### config.mk
export PLATFORM = sky130hd
export DESIGN_NAME = pcmt_seq
export DESIGN_NICKNAME = d
export VERILOG_FILES = /design/src/rtl/core/pcmt_pkg.sv /design/src/rtl/core/pcmt_seq.sv
export SDC_FILE = /design/constraint.sdc
export NUM_CORES = 1
export LEC_CHECK = 0
export ABC_AREA = 0
export BUFFER_PORTS_ARGS = -buffer_cell sky130_fd_sc_hd__buf_2
export CAP_MARGIN = 20
export CORE_MARGIN = 5
export CORE_UTILIZATION = 45
export CTS_BUF_LIST = sky130_fd_sc_hd__clkbuf_8
export DETAILED_ROUTE_END_ITERATION = 8
export PLACE_DENSITY = 0.72
export SLEW_MARGIN = 5
export SYNTH_ARGS = -nofsm -noshare
export SYNTH_HDL_FRONTEND = slang
export SYNTH_SLANG_ARGS = --single-unit
### constraint.sdc
create_clock -name clk -period 6.4 [get_ports clk]
set_clock_uncertainty 0.1 [all_clocks]
set_input_delay 1.92 -clock clk [delete_from_list [all_inputs] [get_ports clk]]
set_output_delay 1.92 -clock clk [all_outputs]
set_load 0.03 [all_outputs]
### src/rtl/core/pcmt_pkg.sv
// shared types and codes for the priority collection max table
// request and status codes, store control and result structs
// no dependencies
package pcmt_pkg;

	localparam logic [2:0] REQ_ADD     = 3'd0;
	localparam logic [2:0] REQ_PROMOTE = 3'd1;
	localparam logic [2:0] REQ_GETMAX  = 3'd2;
	localparam logic [2:0] REQ_POPMAX  = 3'd3;
	localparam logic [2:0] REQ_ISVALID = 3'd4;
	localparam logic [2:0] REQ_GET     = 3'd5;

	localparam logic [1:0] ST_OK      = 2'd0;
	localparam logic [1:0] ST_EMPTY   = 2'd1;
	localparam logic [1:0] ST_INVALID = 2'd2;
	localparam logic [1:0] ST_FULL    = 2'd3;

	typedef struct packed {
		logic rd_en;
		logic meta_we;
		logic pay_we;
	} store_ctl_t;

	typedef struct packed {
		logic [1:0]  status;
		logic [7:0]  id;
		logic [31:0] payload;
		logic [15:0] prio;
		logic        live;
	} result_t;

endpackage

### src/rtl/core/pcmt_seq.sv
// request sequencer with the shared compare and increment unit
// walks the entry store one id per cycle for max searches
// depends on pcmt_pkg
module pcmt_seq #(
	parameter int MAX_ENTRIES   = 256,
	parameter int PAYLOAD_BITS  = 32,
	parameter int PRIORITY_BITS = 16,
	localparam int IDW = $clog2(MAX_ENTRIES)
) (
	input  logic                     clk,
	input  logic                     arst_n,
	input  logic                     in_valid,
	output logic                     in_stall,
	input  logic [2:0]               req_type,
	input  logic [7:0]               entry_id,
	input  logic [31:0]              payload_in,
	output pcmt_pkg::store_ctl_t     st_ctl,
	output logic [IDW-1:0]           st_rd_addr,
	output logic [IDW-1:0]           st_wr_addr,
	output logic                     st_wr_live,
	output logic [PRIORITY_BITS-1:0] st_wr_pri,
	output logic [PAYLOAD_BITS-1:0]  st_wr_payload,
	input  logic                     st_rd_live,
	input  logic [PRIORITY_BITS-1:0] st_rd_pri,
	input  logic [PAYLOAD_BITS-1:0]  st_rd_payload,
	output logic                     res_valid,
	output pcmt_pkg::result_t        res,
	input  logic                     res_take
);
	import pcmt_pkg::*;

	localparam int CW = (IDW + 1 > 8) ? IDW + 1 : 9;

	localparam logic [2:0] S_IDLE  = 3'd0;
	localparam logic [2:0] S_DISP  = 3'd1;
	localparam logic [2:0] S_LOOK  = 3'd2;
	localparam logic [2:0] S_SCAN  = 3'd3;
	localparam logic [2:0] S_FETCH = 3'd4;
	localparam logic [2:0] S_DONE  = 3'd5;

	logic [2:0]               state_q, state_d;
	logic [IDW:0]             fresh_q, fresh_d;
	logic [IDW-1:0]           rid_q, rid_d;
	logic                     found_q, found_d;
	logic [IDW-1:0]           best_q, best_d;
	logic [PRIORITY_BITS-1:0] best_pri_q, best_pri_d;
	logic [2:0]               req_q;
	logic [7:0]               id_q;
	logic [PAYLOAD_BITS-1:0]  pay_q;
	result_t                  res_q, res_d;

	logic                     full;
	logic                     id_ok;
	logic                     take;
	logic                     last;
	logic [IDW-1:0]           new_best;
	logic [PRIORITY_BITS-1:0] pri_inc;

	// shared unit: one compare against the running best, one saturating increment
	assign full     = (fresh_q == (IDW + 1)'(MAX_ENTRIES));
	assign id_ok    = (CW'(id_q) < CW'(fresh_q));
	assign take     = st_rd_live && (!found_q || (st_rd_pri >= best_pri_q));
	assign new_best = take ? rid_q : best_q;
	assign last     = (((IDW + 1)'(rid_q) + (IDW + 1)'(1)) == fresh_q);
	assign pri_inc  = (&st_rd_pri) ? st_rd_pri : st_rd_pri + 1'b1;

	assign in_stall  = (state_q != S_IDLE);
	assign res_valid = (state_q == S_DONE);
	assign res       = res_q;

	always_comb begin
		state_d       = state_q;
		fresh_d       = fresh_q;
		rid_d         = rid_q;
		found_d       = found_q;
		best_d        = best_q;
		best_pri_d    = best_pri_q;
		res_d         = res_q;
		st_ctl        = '0;
		st_rd_addr    = '0;
		st_wr_addr    = '0;
		st_wr_live    = 1'b0;
		st_wr_pri     = '0;
		st_wr_payload = pay_q;
		case (state_q)
			S_IDLE: begin
				if (in_valid) begin
					state_d = S_DISP;
				end
			end
			S_DISP: begin
				state_d = S_DONE;
				res_d   = '{status: ST_OK, id: 8'd0, payload: 32'd0, prio: 16'd0,
					live: 1'b0};
				case (req_q)
					REQ_ADD: begin
						if (full) begin
							res_d.status = ST_FULL;
						end else begin
							st_ctl.meta_we = 1'b1;
							st_ctl.pay_we  = 1'b1;
							st_wr_addr     = fresh_q[IDW-1:0];
							st_wr_live     = 1'b1;
							res_d.id       = 8'(fresh_q);
							res_d.payload  = 32'(pay_q);
							res_d.live     = 1'b1;
							fresh_d        = fresh_q + 1'b1;
						end
					end
					REQ_PROMOTE, REQ_GET, REQ_ISVALID: begin
						res_d.id = id_q;
						if (id_ok) begin
							st_ctl.rd_en = 1'b1;
							st_rd_addr   = IDW'(id_q);
							state_d      = S_LOOK;
						end else if (req_q != REQ_ISVALID) begin
							res_d.status = ST_INVALID;
						end
					end
					REQ_GETMAX, REQ_POPMAX: begin
						if (fresh_q == '0) begin
							res_d.status = ST_EMPTY;
						end else begin
							st_ctl.rd_en = 1'b1;
							rid_d        = '0;
							found_d      = 1'b0;
							state_d      = S_SCAN;
						end
					end
					default: begin
					end
				endcase
			end
			S_LOOK: begin
				state_d = S_DONE;
				res_d   = '{status: ST_OK, id: id_q, payload: 32'd0, prio: 16'd0,
					live: 1'b0};
				if (st_rd_live) begin
					res_d.payload = 32'(st_rd_payload);
					res_d.live    = 1'b1;
					if (req_q == REQ_PROMOTE) begin
						st_ctl.meta_we = 1'b1;
						st_wr_addr     = IDW'(id_q);
						st_wr_live     = 1'b1;
						st_wr_pri      = pri_inc;
						res_d.prio     = 16'(pri_inc);
					end else begin
						res_d.prio = 16'(st_rd_pri);
					end
				end else if (req_q != REQ_ISVALID) begin
					res_d.status = ST_INVALID;
				end
			end
			S_SCAN: begin
				found_d      = found_q | take;
				best_d       = new_best;
				best_pri_d   = take ? st_rd_pri : best_pri_q;
				st_ctl.rd_en = 1'b1;
				if (last) begin
					// read the winner back for its payload
					st_rd_addr = new_best;
					if (found_q || take) begin
						state_d = S_FETCH;
					end else begin
						res_d   = '{status: ST_EMPTY, id: 8'd0, payload: 32'd0,
							prio: 16'd0, live: 1'b0};
						state_d = S_DONE;
					end
				end else begin
					st_rd_addr = rid_q + 1'b1;
					rid_d      = rid_q + 1'b1;
				end
			end
			S_FETCH: begin
				res_d   = '{status: ST_OK, id: 8'(best_q), payload: 32'(st_rd_payload),
					prio: 16'(st_rd_pri), live: 1'b1};
				state_d = S_DONE;
				if (req_q == REQ_POPMAX) begin
					st_ctl.meta_we = 1'b1;
					st_wr_addr     = best_q;
					st_wr_live     = 1'b0;
					st_wr_pri      = st_rd_pri;
				end
			end
			S_DONE: begin
				if (res_take) begin
					state_d = S_IDLE;
				end
			end
			default: begin
				state_d = S_IDLE;
			end
		endcase
	end

	always_ff @(posedge clk or negedge arst_n) begin
		if (!arst_n) begin
			state_q <= S_IDLE;
			fresh_q <= '0;
			rid_q   <= '0;
			found_q <= 1'b0;
		end else begin
			state_q <= state_d;
			fresh_q <= fresh_d;
			rid_q   <= rid_d;
			found_q <= found_d;
		end
	end

	always_ff @(posedge clk) begin
		best_q     <= best_d;
		best_pri_q <= best_pri_d;
		res_q      <= res_d;
		if (state_q == S_IDLE && in_valid) begin
			req_q <= req_type;
			id_q  <= entry_id;
			pay_q <= PAYLOAD_BITS'(payload_in);
		end
	end

	a_fresh_bound: assert property (@(posedge clk) disable iff (!arst_n)
		fresh_q <= (IDW + 1)'(MAX_ENTRIES))
		else $error("fresh id count beyond table size");

	a_write_state: assert property (@(posedge clk) disable iff (!arst_n)
		st_ctl.meta_we |-> (state_q == S_DISP || state_q == S_LOOK || state_q == S_FETCH))
		else $error("entry store written outside a request step");

	a_scan_range: assert property (@(posedge clk) disable iff (!arst_n)
		(state_q == S_SCAN) |-> ((IDW + 1)'(rid_q) < fresh_q))
		else $error("scan reached an id never issued");

	a_add_counts: assert property (@(posedge clk) disable iff (!arst_n)
		(state_q == S_DISP && req_q == REQ_ADD && !full)
		|=> (fresh_q == (IDW + 1)'($past(fresh_q) + 1'b1)))
		else $error("add did not advance the fresh id");

endmodule

==> qor.csv <==
metric,value,unit
R2R Path Start,rid_q[0]$_DFFE_PN0P_,
critical-path cell list,buf_2 -> ha_1 -> nor2b_1 -> o211a_1 -> o311ai_1 -> a41oi_2 -> o21ai_0 -> and3_1 -> o21ai_1 -> buf_2,
post-route ant nets,0,
CP Capture Type,output pin,
power per cell area,414,nW/um2
All-Layer GR Usage,21.7,%
Rel. slew slack,37.9,%
nets@finish,1023,
critical path arrival,4170,ps
core area,16600,um2
leakage,0.00414,uW
Synth area leaders,"edfxtp_1 (49%), dfrtp_1 (6.9%), ha_1 (4.4%)",
Max Freq,161,MHz
number of max-cap violations,0,
DP Worst Slack,148,ps
number of setup violations in the final report,0,
CTS tree,done,
RSZ-0062 raised after global routing,no,
die width,140,um
Starting Density,46.0,%
Sw Share,42.8,%
CTS root buf,clkbuf_8,
Synth area leader,edfxtp_1,
fraction of registers with async set/reset,14.3,%
aggregate global routing overflow,0,
CP max FO,5,
number of synthesized flops with an enable pin,126,
hold_buf cts,0,
hold path start,st_wr_payload[28]$_DFFE_PP_,
#FFs+latches synth,147,
row cnt,47,
Layout area overhead,22.9,%
DRT Pass-1 Iters,5,
Vias/cell,5.75,
routed len/inst,19.5,um
CP required,4380,ps
Hold Fails Final Rpt,0,
Die Ht,140,um
setup TNS,0,ps
register area share after synthesis,56.2,%
CP Class,input pin to output pin,
initial antenna violation count,2,
worst setup margin,206,ps
Longest Clk Path Bufs,2,
routability cong.,0.907,
Seq pwr share,39.7,%
"Design Area, Final",9410,um2
pin count of the biggest net entering global routing,60,
Util after Layout,56.6,%
hold depth,1,
Synthesized Nets,805,
global-route wire length before repair,33900,um
H-Tree Depth,4,
"slowest stage delay, CP",430,ps
hold crit path type,register to register,
Cells after Synth,682,
WP buf/inv,2,
DP HPWL,16400,um
placed instance area,9010,um2
Yosys cell types,68,
DR DRC count,0,
Top Ports,225,
status,"finished, final reports clean",
FF-to-FF End,res[52]$_DFFE_PP_,
Commonest cells post-synth,"edfxtp_1 (126), nand2_1 (58), inv_1 (43), a22o_1 (36), o21ai_0 (32)",
VDD IR max,0.000232,V
critical path's top delay family,compound AO/OA/AOI/OAI gates,
mapped cell area,7660,um2
"Min Clock Period, post-route",6190,ps
post-CTS sizing,0,
switching power,1670,uW
"Slew Viols, Final",0,
Reg2Reg Depth,9,
startpoint types,input pin,
"count leader, synth",edfxtp_1,
top cell type's share of synthesized area,49.4,%
reg2reg setup slack,2290,ps
Crit path top cell by count,buf_2,
top_reg_cell synth,edfxtp_1,
clk_lat worst skew,450,ps
Iteration-0 DRC Markers,721,
via count of the routed design,6523,
Int Power,2230,uW
Worst-Margin Slew,928,ps
Comb pwr share,41.5,%
syn_area_per_cell,11.2,um2
vias in the first global route,6262,
final wirelength,22100,um
CTS buffer count,17,
die area,19700,um2
Yosys Warn Count,0,
total chip power,3900,uW
Worst Hold End,res[45]$_DFFE_PP_,
fraction of layout cells with a size suffix above 1,31.4,%
Sink Count,147,
clock network power share,18.8,%
"Reg clk slew, reported paths",80,ps
Post-CTS Setup Repair Bufs,0,
PortBufs,224,
slowest CP cell,o311ai_1,
period utilization,96.8,%
-- flip-flops by register name, summed over array words and instances (netlist names) --
signal and count:
rid_q 8, st_wr_payload 32, id_q 8, req_q 3, best_q 8, fresh_q 9
res 59, best_pri_q 16, found_q 1, state_q 3
-- worst register-to-register path: stages, from the launching register on --
cell     delay, ps
dfrtp_1        590
ha_1           320
and3_1         350
nand3_1        180
xnor2_2        300
xnor2_1        220
nor2b_2        600
nand2_1        210
a31oi_4        210
buf_4          630
-- power by group through the flow --
| stage | clock network (uW) | registers (uW) | logic (uW) |
|---|---|---|---|
| 6_report | 732 | 1550 | 1620 |
| 3_3_place_gp | 0 | 1560 | 1610 |
| 5_1_grt | 793 | 1580 | 1740 |
| 2_1_floorplan | 0 | 2000 | 732 |
| 4_1_cts | 754 | 1550 | 1630 |
| 3_5_place_dp | 0 | 1560 | 1630 |
-- worst max path at each step --
stage,cells past startpoint,startpoint,to
detailed placement,10,st_rd_pri[1],st_rd_addr[3]
global placement,10,st_rd_pri[1],st_rd_addr[3]
floorplan,9,st_rd_pri[1],st_rd_addr[1]
finish,10,st_rd_pri[1],st_rd_addr[4]
CTS,10,st_rd_pri[1],st_rd_addr[3]
global route,11,st_rd_pri[1],st_rd_addr[7]
-- stage by stage --
step	cells	hold WS, ps
after floorplan	682	411
after global placement	1101	436
after detailed placement	1101	447
after CTS	1132	468
after global routing	1134	484
final	1134	462
-- cells by family (layout without fill, tap and decap cells) --
kind of cell,Yosys count,after routing,share of synthesized area [%]
adders and majority gates,27,27,4.41
DFF,147,147,56.2
xor gates and xnor gates,19,19,2.27
muxes,10,10,1.32
buffers and inverters,83,313,4.46
other,0,2,0
and+or+nand+nor,183,183,12.1
AOI/OAI and AO/OA,213,213,19.2
-- layer usage --
metal / global-route usage [%] / up-vias / part of all wire [%]
li1: - / 3056 / -
met5: 0 / - / 0
met2: 35.0 / 327 / 49
met3: 5.66 / 30 / 8.7
met4: 5.97 / 0 / 1.8
met1: 29.1 / 3110 / 41
-- cell type report --
type	count	area [um2]
antenna	2	5.00
tap	220	275
sequential	147	4310
multi-input combinational	452	3050
fill	1471	7230
clock inverter	14	153
inverter	45	169
clock buffer	17	234
timing repair buffer	237	1220
-- cell usage in the layout, fill, tap and decap left out, types with 4 or more instances in the layout --
cell / Yosys / layout
nor3b_1: 5 / 4
a31oi_1: 19 / 18
o22ai_1: 9 / 9
and3_1: 13 / 13
mux2i_1: 9 / 9
nor3_1: 8 / 8
o31ai_1: 4 / 4
a22o_1: 36 / 36
a22oi_1: 11 / 11
buf_4: 3 / 13
a222oi_1: 7 / 7
edfxtp_1: 126 / 126
xor2_1: 4 / 4
a21o_1: 12 / 12
nand3_1: 27 / 27
nor2_1: 29 / 28
nand2_1: 58 / 58
o21ai_1: 20 / 21
a21oi_1: 30 / 29
nor2b_1: 8 / 8
xnor2_1: 14 / 14
inv_6: 0 / 6
a211oi_1: 7 / 7
nand4_1: 9 / 9
clkbuf_8: 0 / 17
buf_2: 3 / 224
o21ai_0: 32 / 31
ha_1: 27 / 27
dfrtp_1: 21 / 21
inv_1: 43 / 44
and2_1: 5 / 5
Note: power is estimated with default switching activity, not from simulation.
